===== src/hw/rtl/nnd_pkg.sv =====
// Shared constants and types of the nearest-neighbour downscaler.
`default_nettype none
package nnd_pkg;

    localparam int CFG_W             = 13;
    localparam int CFG_IDX_W         = 8;
    localparam int PIX_W             = 24;
    localparam int MAX_DIMENSION_DEF = 4096;

    typedef enum logic [CFG_IDX_W-1:0] {
        CFG_SOURCE_WIDTH  = 8'd0,
        CFG_SOURCE_HEIGHT = 8'd1,
        CFG_TARGET_WIDTH  = 8'd2,
        CFG_TARGET_HEIGHT = 8'd3
    } t_cfg_idx;

    typedef logic [PIX_W-1:0] t_pixel;

endpackage
`default_nettype wire


===== src/hw/rtl/nearest_neighbor_downscaler_top.sv =====
// Nearest-neighbour downscaler: top level with position tracking and output staging.
// Takes one source pixel per clock while o_stall is low, in raster order, and passes on
// those that fall on the destination grid, with end-of-line and end-of-frame marks;
// dropped pixels give no item. Each accepted pixel is decided in the cycle it is taken,
// from running column and row accumulators (adds and compares only). An output
// register backed by a one-entry skid stage keeps the rate at one pixel per clock while
// i_stall is low; o_stall rises only while both hold an item. Any configuration write
// to a listed register restarts the frame; sizes of zero count as one, sizes above
// MAX_DIMENSION count as MAX_DIMENSION, and the target is limited to the source size.
`default_nettype none
module nearest_neighbor_downscaler_top #(
    parameter int MAX_DIMENSION = nnd_pkg::MAX_DIMENSION_DEF
) (
    input  wire logic                       i_clk,
    input  wire logic                       i_rst_n,
    input  wire logic                       i_valid,
    output logic                            o_stall,
    input  wire logic [nnd_pkg::PIX_W-1:0]  i_pixel_in,
    output logic                            o_valid,
    input  wire logic                       i_stall,
    output logic [nnd_pkg::PIX_W-1:0]       o_pixel_out,
    output logic                            o_end_of_line,
    output logic                            o_end_of_frame,
    input  wire logic                       i_cfg_valid,
    output logic                            o_cfg_ready,
    input  wire logic [nnd_pkg::CFG_IDX_W-1:0] i_cfg_index,
    input  wire logic [nnd_pkg::CFG_W-1:0]  i_cfg_data
);
    import nnd_pkg::*;

    localparam int DW = $clog2(MAX_DIMENSION + 1);
    localparam int CW = $clog2(MAX_DIMENSION);
    localparam int PW = 2 * DW;

    function automatic logic [DW-1:0] eff_size(input logic [CFG_W-1:0] v);
        logic [DW-1:0] r;
        if (v == '0) begin
            r = DW'(1);
        end else if (int'(v) > MAX_DIMENSION) begin
            r = DW'(MAX_DIMENSION);
        end else begin
            r = DW'(v);
        end
        return r;
    endfunction

    logic [CFG_W-1:0] r_src_w, r_src_h, r_tgt_w, r_tgt_h;
    logic [CFG_W-1:0] n_src_w, n_src_h, n_tgt_w, n_tgt_h;
    logic             cfg_hit;

    logic [DW-1:0] sw, sh, dw, dh, tw, th;

    logic [CW-1:0] r_sc, r_sr, n_sc, n_sr;
    logic [PW-1:0] r_csp, r_cnp, r_rsp, r_rnp;
    logic [PW-1:0] n_csp, n_cnp, n_rsp, n_rnp;
    logic          r_rik, n_rik;
    logic [DW-1:0] r_kc, r_kr, n_kc, n_kr;

    logic          accept;
    logic          col_kept, emit, eol, eof;
    logic [DW-1:0] kr_inc;
    logic [PW-1:0] rnp_inc, rsp_inc;

    logic          r_out_valid, n_out_valid;
    t_pixel        r_out_pix, n_out_pix;
    logic          r_out_eol, n_out_eol, r_out_eof, n_out_eof;
    logic          r_skid_valid, n_skid_valid;
    t_pixel        r_skid_pix, n_skid_pix;
    logic          r_skid_eol, n_skid_eol, r_skid_eof, n_skid_eof;
    logic          out_take;

    assign o_cfg_ready = 1'b1;
    assign o_stall     = r_skid_valid;
    assign accept      = i_valid && !r_skid_valid;
    assign out_take    = r_out_valid && !i_stall;

    always_comb begin
        n_src_w = r_src_w;
        n_src_h = r_src_h;
        n_tgt_w = r_tgt_w;
        n_tgt_h = r_tgt_h;
        cfg_hit = 1'b0;
        if (i_cfg_valid) begin
            case (i_cfg_index)
                CFG_SOURCE_WIDTH: begin
                    n_src_w = i_cfg_data;
                    cfg_hit = 1'b1;
                end
                CFG_SOURCE_HEIGHT: begin
                    n_src_h = i_cfg_data;
                    cfg_hit = 1'b1;
                end
                CFG_TARGET_WIDTH: begin
                    n_tgt_w = i_cfg_data;
                    cfg_hit = 1'b1;
                end
                CFG_TARGET_HEIGHT: begin
                    n_tgt_h = i_cfg_data;
                    cfg_hit = 1'b1;
                end
                default: begin
                    cfg_hit = 1'b0;
                end
            endcase
        end
    end

    assign sw = eff_size(r_src_w);
    assign sh = eff_size(r_src_h);
    assign tw = eff_size(r_tgt_w);
    assign th = eff_size(r_tgt_h);
    assign dw = (tw < sw) ? tw : sw;
    assign dh = (th < sh) ? th : sh;

    assign col_kept = (r_kc < dw) && (r_cnp < r_csp + PW'(dw));
    assign emit     = r_rik && col_kept;
    assign eol      = (r_kc + DW'(1)) == dw;
    assign eof      = eol && ((r_kr + DW'(1)) == dh);
    assign kr_inc   = r_kr + DW'(r_rik);
    assign rnp_inc  = r_rik ? (r_rnp + PW'(sh)) : r_rnp;
    assign rsp_inc  = r_rsp + PW'(dh);

    always_comb begin
        n_sc  = r_sc;
        n_sr  = r_sr;
        n_csp = r_csp;
        n_cnp = r_cnp;
        n_rsp = r_rsp;
        n_rnp = r_rnp;
        n_rik = r_rik;
        n_kc  = r_kc;
        n_kr  = r_kr;
        if (cfg_hit) begin
            n_sc  = '0;
            n_sr  = '0;
            n_csp = '0;
            n_cnp = '0;
            n_rsp = '0;
            n_rnp = '0;
            n_rik = 1'b1;
            n_kc  = '0;
            n_kr  = '0;
        end else if (accept) begin
            if ((DW'(r_sc) + DW'(1)) >= sw) begin
                n_sc  = '0;
                n_csp = '0;
                n_cnp = '0;
                n_kc  = '0;
                if ((DW'(r_sr) + DW'(1)) >= sh) begin
                    n_sr  = '0;
                    n_rsp = '0;
                    n_rnp = '0;
                    n_rik = 1'b1;
                    n_kr  = '0;
                end else begin
                    n_sr  = r_sr + CW'(1);
                    n_rsp = rsp_inc;
                    n_rnp = rnp_inc;
                    n_kr  = kr_inc;
                    n_rik = (kr_inc < dh) && (rnp_inc < rsp_inc + PW'(dh));
                end
            end else begin
                n_sc  = r_sc + CW'(1);
                n_csp = r_csp + PW'(dw);
                if (col_kept) begin
                    n_kc  = r_kc + DW'(1);
                    n_cnp = r_cnp + PW'(sw);
                end
            end
        end
    end

    always_comb begin
        n_out_valid  = r_out_valid;
        n_out_pix    = r_out_pix;
        n_out_eol    = r_out_eol;
        n_out_eof    = r_out_eof;
        n_skid_valid = r_skid_valid;
        n_skid_pix   = r_skid_pix;
        n_skid_eol   = r_skid_eol;
        n_skid_eof   = r_skid_eof;
        if (out_take) begin
            n_out_valid = 1'b0;
        end
        if (r_skid_valid && out_take) begin
            n_out_valid  = 1'b1;
            n_out_pix    = r_skid_pix;
            n_out_eol    = r_skid_eol;
            n_out_eof    = r_skid_eof;
            n_skid_valid = 1'b0;
        end else if (accept && emit && !cfg_hit) begin
            if (r_out_valid && !out_take) begin
                n_skid_valid = 1'b1;
                n_skid_pix   = i_pixel_in;
                n_skid_eol   = eol;
                n_skid_eof   = eof;
            end else begin
                n_out_valid = 1'b1;
                n_out_pix   = i_pixel_in;
                n_out_eol   = eol;
                n_out_eof   = eof;
            end
        end
    end

    always_ff @(posedge i_clk) begin
        if (!i_rst_n) begin
            r_src_w      <= CFG_W'(1);
            r_src_h      <= CFG_W'(1);
            r_tgt_w      <= CFG_W'(1);
            r_tgt_h      <= CFG_W'(1);
            r_sc         <= '0;
            r_sr         <= '0;
            r_csp        <= '0;
            r_cnp        <= '0;
            r_rsp        <= '0;
            r_rnp        <= '0;
            r_rik        <= 1'b1;
            r_kc         <= '0;
            r_kr         <= '0;
            r_out_valid  <= 1'b0;
            r_skid_valid <= 1'b0;
        end else begin
            r_src_w      <= n_src_w;
            r_src_h      <= n_src_h;
            r_tgt_w      <= n_tgt_w;
            r_tgt_h      <= n_tgt_h;
            r_sc         <= n_sc;
            r_sr         <= n_sr;
            r_csp        <= n_csp;
            r_cnp        <= n_cnp;
            r_rsp        <= n_rsp;
            r_rnp        <= n_rnp;
            r_rik        <= n_rik;
            r_kc         <= n_kc;
            r_kr         <= n_kr;
            r_out_valid  <= n_out_valid;
            r_skid_valid <= n_skid_valid;
        end
    end

    always_ff @(posedge i_clk) begin
        r_out_pix  <= n_out_pix;
        r_out_eol  <= n_out_eol;
        r_out_eof  <= n_out_eof;
        r_skid_pix <= n_skid_pix;
        r_skid_eol <= n_skid_eol;
        r_skid_eof <= n_skid_eof;
    end

    assign o_valid        = r_out_valid;
    assign o_pixel_out    = r_out_pix;
    assign o_end_of_line  = r_out_eol;
    assign o_end_of_frame = r_out_eof;

endmodule
`default_nettype wire


===== config.mk =====
export PLATFORM = sky130hd
export DESIGN_NAME = nearest_neighbor_downscaler_top
export DESIGN_NICKNAME = d
export VERILOG_FILES = /design/src/hw/rtl/nnd_pkg.sv /design/src/hw/rtl/nearest_neighbor_downscaler_top.sv
export SDC_FILE = /design/constraint.sdc
export NUM_CORES = 1
export LEC_CHECK = 0
export CORE_ASPECT_RATIO = 0.8
export CORE_UTILIZATION = 50
export DETAILED_ROUTE_END_ITERATION = 8
export DONT_BUFFER_PORTS = 1
export HOLD_SLACK_MARGIN = 0.08
export PLACE_DENSITY_LB_ADDON = 0.12
export SLEW_MARGIN = 20
export SYNTH_ARGS = -nofsm -noshare
export SYNTH_HDL_FRONTEND = slang
export SYNTH_SLANG_ARGS = --single-unit
export TNS_END_PERCENT = 5

===== constraint.sdc =====
create_clock -name i_clk -period 13.5 [get_ports i_clk]
set_clock_uncertainty 0.1 [all_clocks]
set_input_delay 2.025 -clock i_clk [delete_from_list [all_inputs] [get_ports i_clk]]
set_output_delay 2.025 -clock i_clk [all_outputs]
set_load 0.1 [all_outputs]

==> results of run 1 <==
## worst max-delay path: cells and delay by family, from the launching register on
family | cells | cell delay, ns
compound gates | 17 | 4.53
simple gates | 8 | 2.76
fa+ha+maj | 3 | 0.84
mux | 1 | 0.45
buf+inv | 3 | 0.41
flops | 1 | 0.38
xor+xnor | 1 | 0.15
## cell families (layout without fill, tap and decap cells)
logic type	count (synthesis)	in the layout
muxes	88	88
other	1	1
adders and majority gates	202	202
xor gates and xnor gates	167	167
and+or+nand+nor	762	762
AOI/OAI and AO/OA	554	554
buffers and inverters	194	171
DFF	261	261
## final timing paths
path | start | to | slack (ns) | cells past startpoint
max | r_tgt_w[6]$_SDFFE_PN0P_ | r_cnp[13]$_SDFFE_PP0P_ | 3.81 | 33
max reg2reg | r_tgt_w[6]$_SDFFE_PN0P_ | r_cnp[13]$_SDFFE_PP0P_ | 3.81 | 33
min reg2reg | r_csp[8]$_SDFFE_PP0P_ | r_csp[8]$_SDFFE_PP0P_ | 0.36 | 2
min | r_csp[8]$_SDFFE_PP0P_ | r_csp[8]$_SDFFE_PP0P_ | 0.36 | 2
## layout make-up
class	instances	area [µm²]	area share
clock buffer	33	739	0.0360
clock inverter	19	198	0.00963
inverter	98	368	0.0179
multi-input combinational	1774	12700	0.619
sequential	261	5750	0.280
tap	487	609	0.0297
timing repair buffer	21	158	0.00768
## per-layer routing
metal / GRT usage / up-vias / routed length (µm)
li1: - / 8075 / -
met1: 0.420 / 7905 / 27700
met2: 0.384 / 498 / 21000
met3: 0.0485 / 56 / 3970
met4: 0.0501 / 0 / 832
met5: 0.00372 / - / 0
## registers in the layout (all words and copies together) (netlist names)
signal	count
o_end_of_frame	1
o_end_of_line	1
o_pixel_out	24
o_stall	1
o_valid	1
r_cnp	26
r_csp	26
r_kc	13
r_kr	13
r_rik	1
r_rnp	26
r_rsp	26
r_sc	12
r_skid_eof	1
r_skid_eol	1
r_skid_pix	24
r_sr	12
r_src_h	13
r_src_w	13
r_tgt_h	13
r_tgt_w	13
## placed cells by master, fill, tap and decap left out, types with 70 or more instances in the layout
master	Yosys	layout
sky130_fd_sc_hd__nor2b_1	70	70
sky130_fd_sc_hd__xnor2_1	114	114
sky130_fd_sc_hd__dfxtp_1	209	209
sky130_fd_sc_hd__ha_1	197	197
sky130_fd_sc_hd__nor2_1	132	131
sky130_fd_sc_hd__inv_1	97	97
sky130_fd_sc_hd__nand2_1	178	177
sky130_fd_sc_hd__o21ai_0	113	113
sky130_fd_sc_hd__a21oi_1	150	149
sky130_fd_sc_hd__nand3_1	76	76
## report_power, final
part | switching [mW] | internal [mW]
registers | 0.0762 | 0.813
logic | 0.0771 | 0.0302
clock network | 0.343 | 0.452
total | 0.497 | 1.29
## through the flow
| stage | power [mW] | instance area [µm²] | setup slack (ns) | instances |
|---|---|---|---|---|
| 2_1_floorplan | 0.978 | 19200 | 3.97 | 2229 |
| 3_3_place_gp | 1.01 | 19600 | 4.16 | 2641 |
| 3_5_place_dp | 1.01 | 19600 | 4.03 | 2641 |
| 4_1_cts | 1.81 | 20500 | 3.96 | 2693 |
| 5_1_grt | 1.85 | 20500 | 3.12 | 2693 |
| 6_report | 1.79 | 20500 | 3.81 | 2693 |
==> run summary, run 1 <==
The share of the synthesized area in the top cell type is 0.218, and the number of clock sinks seen by CTS is 261. The via count normalized by instance count came out at 6.14. The clock period minus final worst setup slack is 9.69 ns, and the worst slew margin relative to its limit is 0.279.

TritonCTS built the clock tree. The fraction of synthesized area in multiplexers came out at 0.0487. The post-route clock period utilization was 0.718; the final RePlAce weighted congestion was 0.924.

For this block, the via count after detailed routing is 16500. The mean cell area of the mapped netlist was 8.60 µm²; the xor/xnor share of the synthesized area was 0.0763. The final reports fail on DRC. The run gives 0 ns as the total negative setup slack. The number of storage elements in the synthesis netlist works out to 261. The run gives 0.0943 mV as the largest voltage drop on the vdd net.

The achievable clock frequency was 103 MHz; the transition time at the pin with the least slew margin was 1.08 ns. The tools report the kind of launch point of the worst setup path as a register. The slowest stage of the critical path is the sky130_fd_sc_hd__o41ai_2 cell.

The delay of the slowest critical-path stage was 0.67 ns; the overall track demand over capacity in global routing was 0.271. The final count of hold timing violations came out at 0. Combinational family with the most area after synthesis: simple AND/OR/NAND/NOR gates. The count of buffers added on input and output ports is 0. The share of synthesized flip-flops with an asynchronous set or reset is 0. The tool flagged a number of max-cap violations equal to 0. The critical path class is register to register. The height of the die was 177 µm. The count of flip-flops with a built-in enable after synthesis works out to 52. The most frequent cell after synthesis was sky130_fd_sc_hd__dfxtp_1. For the standard cell core area, the log shows 37400 µm². Ranked by total cell area, the synthesized netlist is headed by sky130_fd_sc_hd__dfxtp_1, sky130_fd_sc_hd__ha_1, sky130_fd_sc_hd__edfxtp_1. Summed over all cells, the static leakage comes to 8.74 nW. By count the netlist is led by sky130_fd_sc_hd__dfxtp_1, sky130_fd_sc_hd__ha_1, sky130_fd_sc_hd__nand2_1. Yosys printed 0 warnings. Routed wire length: 53600 µm. The area of the mapped netlist was 19200 µm²; the compound-cell area share of the yosys netlist was 0.193. The number of iterations in the first detailed-routing pass was 9; the detailed placer's ending HPWL was 40300 µm. The starting density of the core was 0.513; the fraction of final layout cells sized beyond drive strength 1 was 0.0684.

The min-delay analysis places its worst path in the category register to register. The number of nets in the synthesized netlist is 2481. In this run, post-CTS repair resized a total of 0 instances.

The arrival time at the worst endpoint came out at 10.09 ns. Setup repair after global routing left no endpoint under its margin. The sequential area share after synthesis is 0.300.

Clock tree synthesis inserted a total of 28 buffers. The run gives 0 as the total overflow reported by the global router. The master cell of the clock root buffer was sky130_fd_sc_hd__clkbuf_16. The number of setup violations in the final report was 0. The filler cells instantiated in the layout total 3460. The predominant post-synthesis flop cell is sky130_fd_sc_hd__dfxtp_1. In this run the power density over the cells is 87.3 nW/µm². The number of instances in the synthesized netlist was 2229; the count of unique library cells instantiated by Yosys was 86. The tools report the I/O pin count as 79.

The logs give 15200 for the number of global-route vias before repair and 63 for the site row count. For the number of remaining DRC errors, the log shows 10. The post-CTS clock slew at the launch and capture registers of the worst setup and hold paths works out to 0.07 ns. By instance count, the cell type seen most on the critical path is sky130_fd_sc_hd__a21oi_1. The overall die area was 39100 µm²; the number of antenna violations at the first check in global routing was 2.

The adder-cell share of the synthesized area was 0.134; the count of buffers added by post-CTS timing repair for setup was 0. 0 antenna diodes ended up in the layout. STA puts the critical path data required time at 13.90 ns.

The pin count of the biggest net entering global routing is 71, and the worst hold margin is 0.359 ns. The total count of max-transition violations in the final report is 0. Level count of the clock H-tree: 1.

The synthesized design spends more area on one cell type than any other, namely sky130_fd_sc_hd__dfxtp_1. For this run, the post-layout net count is 2436. The area added between synthesis and finish was 7.14%; the final core utilization was 0.549. Clock latency on the worst-skew pair, taken at its later pin, is 0.57 ns.

STA classifies the critical path endpoint as a register. For this block, the initial DRC count from the detailed router was 1366. After detailed routing, the average wire length per cell comes to 19.9 µm.

Of all nets on the critical path, the largest fanout is 28. The wire length of the first global-routing pass was 84900 µm; the number of hold buffers added after cts was 0. The floorplan step set the die width to 221 µm. The simple-gate area share of the yosys netlist came out at 0.209. The run finished, with violations left. The run gives 3 as the maximum buffer depth of the clock tree. The count of nets left with antenna violations once routing finished came out at 0.
No activity file was read; power rests on OpenSTA's default activity.
==> run 2: changes to the inputs <==
Clock period 13.5 ns to 8.3 ns, I/O delays scaled along.
==> run 2 against run 1 <==
The run still ends with DRC left. Flip-flop and latch count unchanged. Critical endpoint is now o_pixel_out[16]$_DFFE_PP_. Global-route usage rose by 0.33 points. Critical path type unchanged. Die area unchanged.
==> run summary, run 2 (synthesized netlist as in run 1, its figures left out) <==
Setup violations remaining at the end of the flow were counted as 0. In the routed design, unresolved DRC markers number 26. For the overall track demand over capacity in global routing, the log shows 0.274. The total count of max-transition violations in the final report came out at 0. The detailed router finished its first iteration with 1654 violations. At the end of routability-driven placement, the weighted congestion stood at 0.927. Leaving out fill and tap cells, the most frequent cells in the layout are sky130_fd_sc_hd__dfxtp_1, sky130_fd_sc_hd__ha_1, sky130_fd_sc_hd__nand2_1.

Power density normalized to cell area: 141 nW/µm². The logs give 0 ns for the total negative setup slack and 124 MHz for the achievable clock frequency. The count of nets left with antenna violations once routing finished came out at 0. In this run the deepest clock path goes through 3 buffers. The commonest non-fill, non-tap cell in the layout is sky130_fd_sc_hd__dfxtp_1. I/O pin count: 79.

The run gives 2504 as the total number of nets in the final design. The post-route clock period utilization works out to 0.969. The first global-routing pass estimated 86400 µm of wire.

The number of iterations in the first detailed-routing pass was 7. The logs give 1 for the level count of the clock H-tree and 2764 for the final instance count without filler cells. After floorplanning, the core was sized to cover 37400 µm². For the CTS buffer count, the log shows 29. For this design the static power due to leakage is 9.11 nW. The total overflow left after global routing is 0. The number of port buffers came out at 0.

The overall die area was 39100 µm²; the site row count was 63. For this design, the slowest cell found on the critical path is sky130_fd_sc_hd__or4_4. The final count of hold timing violations is 0. The critical path class was register to register. The fraction of final layout cells sized beyond drive strength 1 works out to 0.108. The design draws 3.00 mW.

Together, buffers and inverters on the worst path number 3. Data on the critical path is required at its endpoint by 8.49 ns. The run gives 1 as the number of antenna violations at the first check in global routing. At the worst endpoint, the arrival time is 8.23 ns. On the critical path the largest part of the delay comes from compound AO/OA/AOI/OAI gates. The number of inserted filler cells in the final layout came out at 3462. Summing over every cut layer, the via total after detailed routing is 16900. Wires add up to 54600 µm.

After detailed placement, the design holds a cell count of 2692. For the number of hold buffers added after cts, the log shows 0. The tools report the master cell of the clock root buffer as sky130_fd_sc_hd__clkbuf_16. Detailed placement finished with a half-perimeter wire length of 40600 µm. The via count normalized by instance count was 6.10; the area taken by flip-flops and latches was 5750 µm².

Starting density of the core: 0.513. Setup repair after global routing could not meet its margin everywhere. The path class of the tightest hold or removal check is register to register. The final reports fail on DRC.

The post-CTS clock slew at the launch and capture registers of the worst setup and hold paths is 0.07 ns. The clock period minus final worst setup slack is 8.04 ns. The wire length per cell works out to 19.8 µm. The flow ran to the end, but the final reports show violations.

Final core utilization: 0.570. The tools report the latest clock arrival within the worst-skew pair as 0.58 ns. The largest voltage drop on the vdd net is 0.131 mV. The area added between synthesis and finish was 11.2%; the width of the die was 221 µm. For this run, the slowest stage of the critical path takes 0.58 ns.

TritonCTS built the clock tree. Across the run, the number of max-cap violations was 0. For the pin with the worst max-slew slack, the measured transition is 1.12 ns. The worst setup path is captured at a register.

Kind of launch point of the worst setup path: a register. The number of clock sinks seen by CTS was 261; the multi-input combinational cell area was 12900 µm². The pin count of the biggest net entering global routing was 71.

From bottom edge to top edge, the die measures 177 µm. In this run the worst path has a maximum fanout of 13. The logs give 0.255 for the worst slew margin relative to its limit and 15500 for the number of global-route vias before repair.
==> run 2: cell types whose count changed in the layout (fill, tap and decap cells not counted), moves of 3 or more <==
cell / previous run / this run
sky130_fd_sc_hd__o21ai_0: 113 / 105
sky130_fd_sc_hd__buf_4: 21 / 79
sky130_fd_sc_hd__buf_6: 0 / 5
sky130_fd_sc_hd__a21oi_1: 149 / 144
sky130_fd_sc_hd__o21ai_1: 0 / 7
sky130_fd_sc_hd__a21oi_2: 1 / 4
==> run 2: power breakdown <==
group | internal (mW) | leakage, nW | switching [mW]
clock | 0.778 | 0.473 | 0.568
combinational | 0.0676 | 6.47 | 0.143
sequential | 1.32 | 2.16 | 0.117
==> run 2: routing by layer <==
layer	global-route usage	routed length [µm]
met1	0.423	27500
met2	0.393	21800
met3	0.0481	4360
met4	0.0519	895
met5	0	0
==> run 2: final timing paths <==
kind,start,endpoint,slack [ns],depth (start not counted)
worst max-delay path,r_src_w[4]$_SDFFE_PN0P_,o_pixel_out[16]$_DFFE_PP_,0.26,31
worst min-delay path,r_csp[10]$_SDFFE_PP0P_,r_csp[10]$_SDFFE_PP0P_,0.37,2
worst max register to register,r_src_w[4]$_SDFFE_PN0P_,o_pixel_out[16]$_DFFE_PP_,0.26,31
worst min register to register,r_csp[10]$_SDFFE_PP0P_,r_csp[10]$_SDFFE_PP0P_,0.37,2
==> run 2: metrics by stage <==
stage	setup slack, ns	cell area [µm²]	hold slack (ns)
2_1_floorplan	0.0103	19200	0.336
4_1_cts	0.0322	21000	0.369
6_report	0.261	21300	0.365
5_1_grt	-0.0702	21300	0.389
3_5_place_dp	-0.251	20000	0.360
3_3_place_gp	-0.144	20000	0.349
==> run 2: final cells by class <==
class | count | share of cell area
Multi-Input combinational cell | 1774 | 0.605
Tap cell | 487 | 0.0286
Clock buffer | 32 | 0.0351
Clock inverter | 22 | 0.0111
Antenna cell | 2 | 0.000235
Inverter | 98 | 0.0174
Timing Repair inverter | 1 | 0.000352
Sequential cell | 261 | 0.270
Timing Repair Buffer | 87 | 0.0329
==> run 2: worst reg2reg max path, delay by kind of cell, from the launching register on <==
kind                     cells  cell delay [ns]
flip-flops                   1             0.33
buffers and inverters        3             0.61
AND/OR/NAND/NOR              8             1.76
XOR/XNOR                     1             0.22
AO/OA/AOI/OAI               15             3.38
multiplexers                 1             0.38
adder cells (fa/ha/maj)      3             0.98
==> run 2: what timing repair did <==
action | 4_1_cts | 5_1_grt
gates resized for setup | 6 | 38
gates cloned | 0 | 3
buffers inserted | 0 | 13
setup endpoints to repair | 87 | 93
endpoints found under the hold margin | 0 | 0
pin swaps | 0 | 9
